$ cat src/sv/lpl_pkg.sv
// shared types, widths and constants of the lookahead peak limiter
package lpl_pkg;

  localparam int unsigned SampleW = 24;
  localparam int unsigned GainedW = 28;
  localparam int unsigned CeilW   = 17;
  localparam int unsigned QuotW   = 24;
  localparam int unsigned MulAW   = 28;
  localparam int unsigned MulBW   = 26;
  localparam int unsigned ProdW   = MulAW + MulBW;
  localparam int unsigned CfgIdxW = 3;
  localparam int unsigned CfgDatW = 24;

  localparam logic [CfgIdxW-1:0] CFG_INPUT_GAIN    = 3'd0;
  localparam logic [CfgIdxW-1:0] CFG_CEILING_LEVEL = 3'd1;
  localparam logic [CfgIdxW-1:0] CFG_RELEASE_COEFF = 3'd2;
  localparam logic [CfgIdxW-1:0] CFG_LOOKAHEAD_LEN = 3'd3;
  localparam logic [CfgIdxW-1:0] CFG_STEREO_ON     = 3'd4;

  localparam logic [19:0] RST_INPUT_GAIN    = 20'd65536;
  localparam logic [16:0] RST_CEILING_LEVEL = 17'd63347;
  localparam logic [23:0] RST_RELEASE_COEFF = 24'd3495;
  localparam logic [8:0]  RST_LOOKAHEAD_LEN = 9'd240;
  localparam logic        RST_STEREO_ON     = 1'b1;

  localparam logic [24:0] GAIN_ONE = 25'h100_0000;

  typedef struct packed {
    logic signed [SampleW-1:0] left_in;
    logic signed [SampleW-1:0] right_in;
  } lpl_in_t;

  typedef struct packed {
    logic signed [SampleW-1:0] left_out;
    logic signed [SampleW-1:0] right_out;
    logic [CeilW-1:0]          gain_now;
  } lpl_out_t;

  typedef struct packed {
    logic                start;
    logic [SampleW-1:0]  rem_init;
    logic [GainedW-1:0]  divisor;
  } lpl_div_req_t;

endpackage

$ cat src/sv/lpl_mul.sv
// shared signed multiplier with registered product
module lpl_mul (
  input  logic                              clk_i,
  input  logic signed [lpl_pkg::MulAW-1:0]  a_i,
  input  logic signed [lpl_pkg::MulBW-1:0]  b_i,
  output logic signed [lpl_pkg::ProdW-1:0]  p_o
);

  always_ff @(posedge clk_i) begin
    p_o <= lpl_pkg::ProdW'(a_i) * lpl_pkg::ProdW'(b_i);
  end

endmodule

$ cat config.mk
export PLATFORM = sky130hd
export DESIGN_NAME = lpl_mul
export DESIGN_NICKNAME = d
export VERILOG_FILES = /design/src/sv/lpl_pkg.sv /design/src/sv/lpl_mul.sv
export SDC_FILE = /design/constraint.sdc
export NUM_CORES = 2
export LEC_CHECK = 0
export ABC_CLOCK_PERIOD_IN_PS = 9900
export BUFFER_PORTS_ARGS = -buffer_cell sky130_fd_sc_hd__buf_4
export CAP_MARGIN = 10
export CORE_ASPECT_RATIO = 0.7
export CORE_UTILIZATION = 50
export CTS_BUF_LIST = sky130_fd_sc_hd__clkbuf_4
export CTS_CLUSTER_SIZE = 30
export DETAILED_ROUTE_END_ITERATION = 10
export PLACE_DENSITY_LB_ADDON = 0.3
export SYNTH_ARGS = -nofsm -noshare
export SYNTH_HDL_FRONTEND = slang
export SYNTH_SLANG_ARGS = --single-unit
export TNS_END_PERCENT = 5
$ cat constraint.sdc
create_clock -name clk_i -period 9.9 [get_ports clk_i]
set_input_delay 1.98 -clock clk_i [delete_from_list [all_inputs] [get_ports clk_i]]
set_output_delay 1.98 -clock clk_i [all_outputs]
set_load 0.05 [all_outputs]
==> out/qor.csv <==
stage,metric,value,unit
run_status,outcome,"finished, final reports clean",
sta,fin_crit_sh,90.2,%
worst_setup_path,cp_slowest_cell,fa_1,
synth,synth_warnings,0,
finish,mostFrequentLayoutCells,"inv_1 (775), fa_1 (758), nand2_1 (420)",
synth,synth_cells,2934,
floorplanning,coreArea,53700,µm²
route,routed-wl-met3,12600,µm
global_route,antenna_found_initial,3,
clocking,cts_buffers,5,
worst_setup_path,crit_path_frequent_cell,fa_1,
synth,synth_area_leader_cell,fa_1,
finish,seqCellArea,1080,µm²
route,firstDrtPassIters,5,
clocking,clk_pin_slew,0.19,ns
global_route,grt_pass1_wl,126000,µm
route,routed.top_layer,met5,
place,hpwl,64100,µm
worst_setup_path,critPathArrivalTime,9.32,ns
sta,postLayoutSetupSlackWorst,0.975,ns
floorplanning,ios,109,
min_path,hold_path.class,primary input to flop,
place,pre_cts_ws,0.709,ns
clocking,clock-sinks,54,
clocking,cts_setup_buffers,0,
clocking,cts_hold_buf,0,
synth,yosys_register_bits,54,
global_route,grt_usage,30.4,%
place,port-buffer-count,108,
global_route,gr-total-overflow,0,
synth,avgSynthCellArea,9.29,µm²
worst_setup_path,crit_type,primary input to flop,
global_route,grt_max_degree,29,
route,vias,19400,
finish,drive_gt1_share,4.90,%
route,drc,0,
worst_setup_path,critPathRequiredTime,10.29,ns
finish,fill_cells,4875,
floorplanning,die_height,197,µm
finish,reg.largest.list,p_o (54),
route,drtIter0Drc,1461,
finish,largest_reg_flops,54,
synth,yosys_most_used_dff,dfxtp_1,
worst_setup_path,crit_path_max_fanout,28,
sta,hold_violations,0,
place,gp_congestion,0.932,
sta,slew_viol_final,0,
clocking,clock_path_buffers,2,
synth,synth_area,27300,µm²
sta,final.min_clock_period,8.93,ns
synth,syn_nets,3897,
synth,yosys-top-cells-area,"fa_1 (56%), inv_1 (11%), and2_1 (7.0%)",
run,cap_violations,0,
floorplanning,row_count,71,
sta,finalSetupViolCount,0,
finish,area_delta_synth_final,4.82,%
floorplanning,die_w,281,µm
global_route,grt_pass1_vias,21600,
synth,synth-async-reset-ratio,0,%
worst_setup_path,critPathCaptureType,flop,
sta,tns,0,ns
finish,final_common_cell,inv_1,
route,routed-wl-met2,30800,µm
finish,regMostFlops,p_o,
route,avgViaCountPerCell,5.33,
clocking,root_buffer,clkbuf_4,
sta,rsz0062_at_grt,false,
finish,nets,3878,
route,wl_per_cell,21.4,µm
sta,worst_slew_pin_slew,0.811,ns
clocking,post_cts_resized,0,
clocking,h-tree-depth,2,
worst_setup_path,cp-start-kind,primary input,
synth,synth_top_area_share,55.7,%
synth,synth_cell_type_count,63,
worst_setup_path,critPathMaxStageDelay,0.68,ns
route,final_antenna_net_count,0,
worst_setup_path,crit_chain,buf_4 > nand2_1 > fa_1 > inv_1 > fa_1 > inv_1 > fa_1 > fa_1 > fa_1 > inv_1 > fa_1 > inv_1 > fa_1 > inv_1 > ha_1 > nand4_1 > nor3_1 > nand4_1 > o211ai_1 > a21oi_1 > o21ai_0 > a21oi_1 > o41ai_1 > xor2_1,
clocking,cts_tree,done,
synth,ys_seq_area_share,3.97,%
route,totalWireLength,78100,µm
sta,max_slew_margin,45.9,%
route,routedLengthMet1,33600,µm
floorplanning,dieArea,55500,µm²
synth,synth_edf_count,0,
sta,clock.fmax,112,MHz
finish,multiInputGateArea,22700,µm²
floorplanning,initial_core_util,50.7,%
==> worst max-delay path, delay by kind of cell <==
family,cells,cell delay (ns)
AO/OA/AOI/OAI,5,1.43
XOR/XNOR,1,0.18
adder cells (fa/ha/maj),8,4.30
buffers and inverters,6,0.61
AND/OR/NAND/NOR,4,0.77
==> synth_stat cells (3+ instances only) <==
cell type and instances:
dfxtp_1 54, inv_1 775, nand3_1 12, and4_1 4
clkbuf_1 137, xor2_1 19, a21oi_1 46, or2_2 3
o21bai_1 8, and2_1 307, o21ai_0 25, a21o_1 18
a31o_2 5, or3_1 3, ha_1 150, nand2_1 420
o41ai_1 3, nand4_1 11, a31oi_1 7, nor3_1 7
o211ai_1 4, o21a_1 8, and3_1 4, nor2_1 45
a211oi_1 7, fa_1 758, xnor2_1 41, o31ai_1 3
nand2b_1 8
==> logic make-up after synthesis <==
family	Yosys count	share of synthesized area (%)
AND/OR/NAND/NOR	835	14.9
XOR/XNOR	60	1.93
buffers and inverters	917	12.6
AO/OA/AOI/OAI	160	3.97
flip-flops	54	3.97
adder cells (fa/ha/maj)	908	62.6
==> worst paths after layout <==
path / from / endpoint / slack (ns) / cells after the start
setup / recovery: b_i[2] / p_o[50] / 0.97 / 24
hold / removal: b_i[0] / p_o[0] / 1.93 / 2
==> per-stage QoR <==
| stage | area [µm²] | cells | hold WS, ns | util, % |
|---|---|---|---|---|
| after detailed placement | 28500 | 3638 | 2.43 | 53.0 |
| after global routing | 28600 | 3647 | 1.91 | 53.2 |
| after global placement | 28500 | 3638 | 2.43 | 53.0 |
| after CTS | 28600 | 3646 | 1.90 | 53.2 |
| final | 28600 | 3647 | 1.93 | 53.2 |
| after floorplan | 27300 | 2934 | 2.11 | - |
==> area by class of cell <==
type | count | share of cell area, %
Multi-Input combinational cell | 1963 | 79.6
Inverter | 775 | 10.2
Sequential cell | 54 | 3.78
Tap cell | 730 | 3.20
Timing Repair Buffer | 116 | 3.05
Clock buffer | 5 | 0.131
Clock inverter | 3 | 0.101
Antenna cell | 1 | 0.00876
==> metal layers <==
metal | vias to the layer above | GRT usage, %
met1 | 10000 | 44.4
met2 | 1016 | 40.4
li1 | 8318 | -
met4 | 6 | 4.96
met3 | 73 | 15.5
met5 | - | 1.24
Power is not shown: default switching activity piles up to over one toggle a cycle in this logic, so the estimate is an artifact.
