$ cat config.mk
export PLATFORM = sky130hd
export DESIGN_NAME = lpl_div
export DESIGN_NICKNAME = d
export VERILOG_FILES = /design/src/sv/lpl_pkg.sv /design/src/sv/lpl_div.sv
export SDC_FILE = /design/constraint.sdc
export NUM_CORES = 1
export LEC_CHECK = 0
export BUFFER_PORTS_ARGS = -buffer_cell sky130_fd_sc_hd__buf_2
export CAP_MARGIN = 25
export CORE_ASPECT_RATIO = 0.7
export CORE_MARGIN = 2
export CORE_UTILIZATION = 26
export CTS_CLUSTER_DIAMETER = 120
export DETAILED_ROUTE_END_ITERATION = 16
export MAX_ROUTING_LAYER = met4
export PLACE_DENSITY_LB_ADDON = 0.25
export SLEW_MARGIN = 20
export SYNTH_ARGS = -nofsm -noshare
export SYNTH_HDL_FRONTEND = slang
export SYNTH_SLANG_ARGS = --single-unit
$ cat constraint.sdc
create_clock -name clk_i -period 3.48 [get_ports clk_i]
set_input_delay 0.522 -clock clk_i [delete_from_list [all_inputs] [get_ports clk_i]]
set_output_delay 0.522 -clock clk_i [all_outputs]
set_load 0.03 [all_outputs]
$ cat src/sv/lpl_pkg.sv
// shared types, widths and constants of the lookahead peak limiter
package lpl_pkg;

  localparam int unsigned SampleW = 24;
  localparam int unsigned GainedW = 28;
  localparam int unsigned CeilW   = 17;
  localparam int unsigned QuotW   = 24;
  localparam int unsigned MulAW   = 28;
  localparam int unsigned MulBW   = 26;
  localparam int unsigned ProdW   = MulAW + MulBW;
  localparam int unsigned CfgIdxW = 3;
  localparam int unsigned CfgDatW = 24;

  localparam logic [CfgIdxW-1:0] CFG_INPUT_GAIN    = 3'd0;
  localparam logic [CfgIdxW-1:0] CFG_CEILING_LEVEL = 3'd1;
  localparam logic [CfgIdxW-1:0] CFG_RELEASE_COEFF = 3'd2;
  localparam logic [CfgIdxW-1:0] CFG_LOOKAHEAD_LEN = 3'd3;
  localparam logic [CfgIdxW-1:0] CFG_STEREO_ON     = 3'd4;

  localparam logic [19:0] RST_INPUT_GAIN    = 20'd65536;
  localparam logic [16:0] RST_CEILING_LEVEL = 17'd63347;
  localparam logic [23:0] RST_RELEASE_COEFF = 24'd3495;
  localparam logic [8:0]  RST_LOOKAHEAD_LEN = 9'd240;
  localparam logic        RST_STEREO_ON     = 1'b1;

  localparam logic [24:0] GAIN_ONE = 25'h100_0000;

  typedef struct packed {
    logic signed [SampleW-1:0] left_in;
    logic signed [SampleW-1:0] right_in;
  } lpl_in_t;

  typedef struct packed {
    logic signed [SampleW-1:0] left_out;
    logic signed [SampleW-1:0] right_out;
    logic [CeilW-1:0]          gain_now;
  } lpl_out_t;

  typedef struct packed {
    logic                start;
    logic [SampleW-1:0]  rem_init;
    logic [GainedW-1:0]  divisor;
  } lpl_div_req_t;

endpackage

$ cat src/sv/lpl_div.sv
// restoring divider, one quotient bit per cycle, for the target gain
module lpl_div (
  input  logic                          clk_i,
  input  logic                          rst_ni,
  input  lpl_pkg::lpl_div_req_t         req_i,
  output logic                          done_o,
  output logic [lpl_pkg::QuotW-1:0]     quot_o
);

  logic [lpl_pkg::GainedW-1:0] rem_q;
  logic [lpl_pkg::GainedW-1:0] div_q;
  logic [lpl_pkg::QuotW-1:0]   quot_q;
  logic [4:0]                  cnt_q;
  logic                        done_q;
  logic [lpl_pkg::GainedW:0]   trial;
  logic [lpl_pkg::GainedW:0]   diff;
  logic                        fits;

  assign trial = {rem_q, 1'b0};
  assign diff  = trial - {1'b0, div_q};
  assign fits  = trial >= {1'b0, div_q};

  always_ff @(posedge clk_i or negedge rst_ni) begin
    if (!rst_ni) begin
      cnt_q  <= '0;
      done_q <= 1'b0;
    end else begin
      done_q <= (cnt_q == 5'd1);
      if (req_i.start) begin
        cnt_q <= 5'(lpl_pkg::QuotW);
      end else if (cnt_q != '0) begin
        cnt_q <= cnt_q - 5'd1;
      end
    end
  end

  always_ff @(posedge clk_i) begin
    if (req_i.start) begin
      rem_q  <= lpl_pkg::GainedW'(req_i.rem_init);
      div_q  <= req_i.divisor;
      quot_q <= '0;
    end else if (cnt_q != '0) begin
      rem_q  <= fits ? diff[lpl_pkg::GainedW-1:0] : trial[lpl_pkg::GainedW-1:0];
      quot_q <= {quot_q[lpl_pkg::QuotW-2:0], fits};
    end
  end

  assign done_o = done_q;
  assign quot_o = quot_q;

endmodule

==> impl_results.md, run 1 <==
- Status: finished clean
- Post-CTS Hold Buffers: 1
- Routed vias/inst: 4.745
- Dominant synthesized flop cell: edfxtp_1
- Layout area overhead: 18.97%
- Syn nets: 628
- Adder-Cell Fraction of Synth Area: 7.810%
- Clk slew on worst S/H paths: 0.07 ns
- Crit end category: register
- Root buffer cell: clkbuf_16
- Final ANT Viol Nets: 0
- Post-route design area: 6213 µm²
- H-tree levels: 3
- Maximum VDD drop: 0.2753 mV
- Worst setup path class: reg2reg
- GRT Total Usage: 13.02%
- Post-CTS sizing: 0
- Dominant cell type by area after synthesis: edfxtp_1
- Sequential area share after synthesis: 43.51%
- Fillers: 2,081
- Area share of the largest cell type after synthesis: 29.90%
- Final Wtd Congestion: 0.8515
- Max FO, Critical Path: 18
- Max Clock Freq: 0.3196 GHz
- Remaining Overflow, GRT: 0
- Routed wl met2: 5.626 mm
- DIE WIDTH: 173.4 µm
- Metal-1 WL: 6.787 mm
- Post-Route WL: 13.11 mm
- WL met3: 581 µm
- Synth Area in Simple Gates: 16.17%
- Layout cells sized above 1: 22.56%
- Compound-Gate Fraction of Synth Area: 21.56%
- CP arrival: 3.30 ns
- Post-CTS setup buffer count: 0
- Top routing layer in use: met4
- Largest cells by area after synthesis: edfxtp_1, dfxtp_1, ha_1, nand2_1, a21oi_1
- Unrepaired setup endpoints after global routing: false
- Period utilisation layout: 89.92%
- DR DRC count: 0
- Vias after detailed routing: 4,204
- Total die area: 21,250 µm²
- Relative slew slack: 48.86%
- Mean area per synthesized cell: 9.653 µm²
- DP Area: 5893 µm²
- Placed wire-length estimate: 9.563 mm
- First-pass GRT wire length: 21.43 mm
- Hold slack: 0.3456 ns
- Largest net degree at the start of global routing: 50
- Setup crit start kind: register
- Slew Viols, Final: 0
- Total power: 4.927 mW
- Nets: 698
- CTS tree: built
- Worst-margin pin slew: 0.7659 ns
- Finished Core Util: 31.47%
- Yosys warns: 0
- Total CTS buffers: 9
- Worst-Skew Late Latency: 0.35 ns
- CTS Sinks: 86
- Syn Inst Count: 541
- Sequential Area: 2272 µm²
- Port Buffer Count: 79
- Multi-input logic area: 2659 µm²
- Core Region: 19,750 µm²
- XOR/XNOR share of the synthesized area: 4.360%
- Crit path required time: 3.65 ns
- DR iter-0 viols: 217
- Post-synthesis mux area share: 1.006%
- Post-synth ARST share: 6.977%
- Layout Skew: 0.003964 ns
- Site Rows: 43
- Number of enable flip-flop cells after synthesis: 52
- # diodes: 0
- Synth Cell Area: 5223 µm²
- Final hold violation count: 0
- Top Ports: 80
- Commonest non-fill, non-tap cell in the layout: nand2_1
- Final setup fails: 0
- Power density over the cells: 793.0 nW/µm²
- Vias in the first global route: 4,224
- Hold Path Class: in2reg
- DR WL/cell: 14.80 µm
- Yosys cell types: 67
- Antenna violations before repair: 0
- Tmin final: 3.129 ns
- Largest family of logic cells by synthesized area: compound AO/OA/AOI/OAI gates
- Max-cap violations: 0
- Clk buf depth: 2
- Commonest non-fill, non-tap cells in the layout: nand2_1, buf_2, edfxtp_1
- Setup TNS: 0 ns
- Die H: 122.6 µm
- P_leak: 2.598 nW
- Drt pass-1 iters: 5
- Starting Density: 26.45%
- Synth Register Bits: 86
==> synthesized netlist by cell type (3+ instances only) <==
library cell,n
a211oi_1,4
a21o_1,15
a21oi_1,51
a31oi_1,5
and2_1,4
and3_1,4
buf_1,3
buf_2,5
buf_6,3
clkbuf_1,16
dfrtp_1,6
dfxtp_1,28
edfxtp_1,52
ha_1,31
inv_1,38
mux2i_1,3
nand2_1,87
nand3_1,33
nand4_1,4
nor2_1,18
nor2b_1,3
nor3_1,7
nor4_1,3
o211ai_1,4
o21ai_0,11
o21ai_1,4
o21bai_1,3
o311ai_2,13
o31ai_1,4
xnor2_1,12
xor2_1,14
==> final timing paths <==
kind,startpoint,to,slack (ns),cells after the start
max reg2reg,rem_q[21],rem_q[16],0.35,10
min,req_i[12],div_q[12],0.35,1
max,rem_q[21],rem_q[16],0.35,10
max in group asynchronous,rst_ni,done_o,2.80,2
min reg2reg,quot_o[14],quot_o[14],0.46,2
min in group asynchronous,rst_ni,cnt_q[3],0.53,2
==> worst max-delay path, cell delays in order, from the launching register on <==
cell and delay (ns):
edfxtp_1 0.40, ha_1 0.43, and4_4 0.26, and3_4 0.18
and4_1 0.22, a31oi_1 0.16, o21ai_1 0.13, a31oi_4 0.55
buf_4 0.34, nand3_1 0.13, o311ai_2 0.14
==> logic make-up (layout without fill, tap and decap cells) <==
family | Yosys count | count (layout)
fa+ha+maj | 32 | 32
compound gates | 144 | 144
simple gates | 180 | 180
buf+inv | 68 | 143
flops | 86 | 86
xor+xnor | 26 | 26
mux | 5 | 5
==> sequential cells by signal (all words and copies together), names as in the netlist <==
name	flops
cnt_q	5
quot_o	24
div_q	28
rem_q	28
done_o	1
==> routing by layer <==
metal | vias up | global-route usage (%)
li1 | 2090 | -
met1 | 2008 | 17.96
met4 | 0 | 2.701
met2 | 96 | 19.55
met3 | 10 | 2.974
met5 | - | -
==> power by group <==
part	internal (mW)	switching, mW	total, mW
Sequential	1.33	0.123	1.45
Combinational	0.991	1.47	2.46
Clock	0.561	0.449	1.01
Total	2.88	2.05	4.93
==> metrics by stage <==
step	setup slack (ns)	std cells
floorplan	0.9538	541
global placement	0.4062	868
detailed placement	0.3299	869
CTS	0.3071	886
global route	0.1269	886
finish	0.3507	886
==> cell type report <==
cell class                      count  area share [%]
Clock inverter                      5          0.7451
Clock buffer                       11           4.249
Multi-Input combinational cell    387           42.79
Timing Repair Buffer               88           7.853
Sequential cell                    86           36.57
Tap cell                          270           5.437
Inverter                           39           2.356
No activity file was read; power rests on OpenSTA's default activity.
==> run 2: changes to the inputs <==
--- a/config.mk
+++ b/config.mk
@@ -13,7 +13,7 @@
 export CTS_CLUSTER_DIAMETER = 120
 export DETAILED_ROUTE_END_ITERATION = 16
 export MAX_ROUTING_LAYER = met4
-export PLACE_DENSITY_LB_ADDON = 0.25
+export PLACE_DENSITY_LB_ADDON = 0.1
 export SLEW_MARGIN = 20
 export SYNTH_ARGS = -nofsm -noshare
 export SYNTH_HDL_FRONTEND = slang
==> run 2 against run 1 <==
  * Core utilization is 0.051 points lower
  * Largest power group unchanged
  * Setup slack better by 0.19 ns
  * Clock power is 6% lower
  * Wire length about the same
  * Sequential power hardly changed
  * Via count shrank 2.7%
  * Worst hold slack got worse by 0.0066 ns
  * Fmax is 6.5% higher
  * First-iteration DRC count increased by 40%
==> impl_results.md, run 2 (synthesis gave the netlist of run 1 again) <==
- Crit end category: register
- H-tree levels: 3
- Commonest non-fill, non-tap cells in the layout: nand2_1, buf_2, edfxtp_1
- Vias in the first global route: 4,007
- Clk slew on worst S/H paths: 0.07 ns
- Relative slew slack: 60.04%
- Total CTS buffers: 9
- Vias after detailed routing: 4,091
- DR iter-0 viols: 303
- DR DRC count: 0
- Crit-path cells: ha_1, and4_4, and3_4, and4_1, a31oi_1, o21ai_1, a31oi_4, buf_4, nand3_1, o311ai_2
- Root buffer cell: clkbuf_16
- Final Wtd Congestion: 0.8056
- Final hold violation count: 0
- P_leak: 2.597 nW
- Critical path's slowest cell: ha_1
- Site Rows: 43
- # diodes: 0
- DR WL/cell: 14.75 µm
- Port Buffer Count: 79
- CP Buf/Inv Count: 1
- Max-cap violations: 0
- Period utilisation layout: 84.45%
- Layout Skew: 0.005486 ns
- Commonest non-fill, non-tap cell in the layout: nand2_1
- Crit path required time: 3.65 ns
- Crit path max-delay family: compound AO/OA/AOI/OAI gates
- Placement Setup Slack: 0.5612 ns
- Final ANT Viol Nets: 0
- CTS Sinks: 86
- Setup TNS: 0 ns
- CP arrival: 3.11 ns
- Status: finished clean
- Unrepaired setup endpoints after global routing: false
- Largest net degree at the start of global routing: 47
- Worst-Skew Late Latency: 0.35 ns
- Max Clock Freq: 0.3403 GHz
- CTS tree: built
- Max incr delay on CP: 0.42 ns
- Slew Viols, Final: 0
- Power density over the cells: 788.3 nW/µm²
- Worst setup path class: reg2reg
- Maximum VDD drop: 0.2384 mV
- Tmin final: 2.939 ns
- Worst-margin pin slew: 0.5980 ns
- Nets: 700
- Antenna violations before repair: 0
- GRT Total Usage: 13.05%
- Total die area: 21,250 µm²
- Drt pass-1 iters: 4
- Placed wire-length estimate: 9.622 mm
- Clk buf depth: 2
- Layout area overhead: 18.78%
- Starting Density: 26.45%
- Setup crit start kind: register
- Die H: 122.6 µm
- Final setup fails: 0
- Post-Route WL: 13.10 mm
- Core Region: 19,750 µm²
- Layout cells sized above 1: 22.65%
- Max FO, Critical Path: 16
- Remaining Overflow, GRT: 0
- Hold Path Class: in2reg
- DIE WIDTH: 173.4 µm
- Top Ports: 80
- Routed vias/inst: 4.607
- First-pass GRT wire length: 21.16 mm
- Worst setup margin: 0.5413 ns
run 2: area by class of cell:
cell class,count,area [µm²]
clock inverters,4,28.78
repair buffers,90,503.0
well taps,270,337.8
clock buffers,12,256.5
fillers,2100,13540
flip-flops and latches,86,2272
inverters,39,146.4
multi-input cells,387,2659
run 2: worst paths after layout:
kind	slack [ns]	cells past startpoint	start	endpoint
min	0.34	1	req_i[7]	div_q[7]
min in group asynchronous	0.54	2	rst_ni	cnt_q[2]
min reg2reg	0.45	2	quot_o[23]	quot_o[23]
max	0.54	10	rem_q[21]	rem_q[11]
max reg2reg	0.54	10	rem_q[21]	rem_q[11]
max in group asynchronous	2.79	2	rst_ni	cnt_q[0]
run 2: what timing repair did:
item                       CTS  global route
resized for setup            0             0
setup buffers                0             0
hold endpoints to repair     6             0
setup endpoints to repair    0             0
hold buffers                 1             0
run 2: routing by layer:
layer	GRT usage (%)	vias up	routed length (µm)
met5	-	-	0
met4	3.337	0	147
met3	3.625	15	455
met2	19.03	56	5622
met1	17.82	1923	6875
li1	-	2097	-
run 2: worst reg2reg max path, stage by stage (launching register included):
cell      delay [ns]
edfxtp_1        0.39
ha_1            0.43
and4_4          0.26
and3_4          0.18
and4_1          0.21
a31oi_1         0.16
o21ai_1         0.13
a31oi_4         0.42
buf_4           0.33
nand3_1         0.13
o311ai_2        0.12
run 2: power by group:
part	internal [mW]	switching (mW)	total, mW	leakage, nW
logic	1.00	1.49	2.49	1.62
registers	1.33	0.120	1.45	0.833
clock network	0.526	0.419	0.945	0.143
total	2.86	2.03	4.89	2.60
run 2: through the flow:
step	instances	util, %	hold slack [ns]	cell area [µm²]	power [mW]
after floorplan	541	-	0.2264	5223	3.443
after CTS	888	31.42	0.3226	6203	4.950
after global placement	870	29.78	0.3556	5881	3.985
after global routing	888	31.42	0.3201	6203	5.282
after detailed placement	871	29.92	0.3613	5908	3.958
final	888	31.42	0.3390	6203	4.890
==> run 3: changes to the inputs <==
==> constraint.sdc (replaced) <==
create_clock -name clk_i -period 2.35 [get_ports clk_i]
set_input_delay 0.3525 -clock clk_i [delete_from_list [all_inputs] [get_ports clk_i]]
set_output_delay 0.3525 -clock clk_i [all_outputs]
set_load 0.03 [all_outputs]
==> run 3 against run 2 <==
  * The run now ends with setup timing left
  * Global-route usage up 3.0 points
  * Critical path type unchanged
  * Clock skew up 0.0062 ns
  * Flip-flop and latch count unchanged
  * Largest power group unchanged
==> impl_results.md, run 3 (synthesis gave the netlist of run 1 again) <==
- CP arrival: 2.76 ns
- Status: finished with violations
- Reg2reg end: rem_q[1]
- Max Clock Freq: 0.3793 GHz
- Hold Path Class: in2reg
- Worst setup path class: reg2reg
- DR iter-0 viols: 251
- Root buffer cell: clkbuf_16
- CTS Sinks: 86
- Layout area overhead: 49.11%
- First-pass GRT wire length: 25.87 mm
- CTS tree: built
- Crit path required time: 2.48 ns
- Hold Path Sink: div_q[25]
- Placed wire-length estimate: 10.95 mm
- Post-route non-filler standard cell count: 1,013
- Commonest non-fill, non-tap cells in the layout: buf_4, nand2_1, buf_2
- Worst-Skew Late Latency: 0.37 ns
- R2r startpoint: rem_q[0]
- P_leak: 3.332 nW
- Post-route design area: 7787 µm²
- Crit end category: register
- Core Region: 19,750 µm²
- Relative slew slack: 60.83%
- Period utilisation layout: 112.2%
- H-tree levels: 3
- Fillers: 1,992
- Cells on worst reg2reg path: 11
- Total CTS buffers: 9
- Vias after detailed routing: 4,665
- Hold slack: 0.1579 ns
- Hold_sp: req_i[25]
- Layout cells sized above 1: 44.68%
- Finished Core Util: 39.44%
- Setup crit start kind: register
- Final hold violation count: 0
- Drt pass-1 iters: 5
- Clk slew on worst S/H paths: 0.07 ns
- Hold Path Depth: 1
- Commonest non-fill, non-tap cell in the layout: buf_4
- DIE WIDTH: 173.4 µm
- Die H: 122.6 µm
- Port Buffer Count: 79
- Placement Setup Slack: -0.4082 ns
- Worst-margin pin slew: 0.5875 ns
- Worst reg2reg setup slack: -0.29 ns
- Setup TNS: -6.193 ns
- Worst setup margin: -0.2864 ns
- Clk buf depth: 2
- Final Wtd Congestion: 0.8462
- GRT Total Usage: 16.02%
- Final setup fails: 29
- Multi-input logic area: 3229 µm²
- Post-Route WL: 15.83 mm
- Tmin final: 2.636 ns
- Top Ports: 80
- Unrepaired setup endpoints after global routing: true
- Violated checks: setup timing
- Total die area: 21,250 µm²
- DP Area: 6616 µm²
- Antenna violations before repair: 0
- Routed vias/inst: 4.605
- Max-cap violations: 0
- Max FO, Critical Path: 5
- Starting Density: 26.45%
- DR DRC count: 0
- Remaining Overflow, GRT: 0
- Largest net degree at the start of global routing: 47
- Site Rows: 43
- Sequential Area: 2272 µm²
- Nets: 825
- Slew Viols, Final: 0
- Layout Skew: 0.01166 ns
- Total power: 10.12 mW
- Power density over the cells: 1300 nW/µm²
- DR WL/cell: 15.63 µm
- # diodes: 0
- Maximum VDD drop: 0.4591 mV
- Final ANT Viol Nets: 0
- Vias in the first global route: 4,716
- Placed cell count: 964
[run 3: per-layer routing]
layer,wire length [µm],share of wire (%),global-route usage [%],vias up
met4,185,1.2,4.290,0
met2,6477,41,22.05,90
met5,0,0,-,-
li1,-,-,-,2348
met3,757,4.8,3.748,13
met1,8409,53,23.23,2214
[run 3: final cells by class]
class / count / area share (%)
Clock buffer: 11 / 3.117
Sequential cell: 86 / 29.18
Clock inverter: 5 / 0.5302
Timing Repair Buffer: 214 / 19.49
Tap cell: 270 / 4.338
Multi-Input combinational cell: 388 / 41.47
Inverter: 39 / 1.880
[run 3: critical path: stages, from the launching register on]
cell and delay (ns):
edfxtp_1 0.45, ha_4 0.30, nor2b_4 0.14, o211ai_1 0.08, buf_4 0.16, a31oi_4 0.19, a31oi_4 0.14, o21ai_4 0.27
a31oi_4 0.13, buf_6 0.18, mux2i_1 0.11, mux2_2 0.25
[run 3: worst max-delay path by stage]
stage	start	end	slack, ns	depth (start not counted)
final	rem_q[0]	rem_q[1]	-0.29	11
after global routing	rem_q[0]	rem_q[4]	-0.38	11
after CTS	rem_q[1]	rem_q[24]	-0.27	9
after detailed placement	div_q[1]	rem_q[5]	-0.41	11
after global placement	div_q[1]	rem_q[23]	-0.38	12
after floorplan	rem_q[13]	rem_q[1]	-0.12	10
[run 3: where the power goes]
group          internal [mW]  switching [mW]  total [mW]  leakage (nW)
registers               1.97           0.246        2.22         0.833
logic                   3.33            3.12        6.46          2.36
clock network          0.759           0.684        1.44         0.141
total                   6.07            4.05        10.1          3.33
[run 3: what timing repair did]
action | in CTS | in global routing
hold buffers | 1 | 0
gates resized for setup | 86 | 26
endpoints found under the hold margin | 6 | 0
endpoints found under the setup margin | 29 | 29
setup buffers | 24 | 5
gates cloned | 4 | 0
pin swaps | 60 | 28
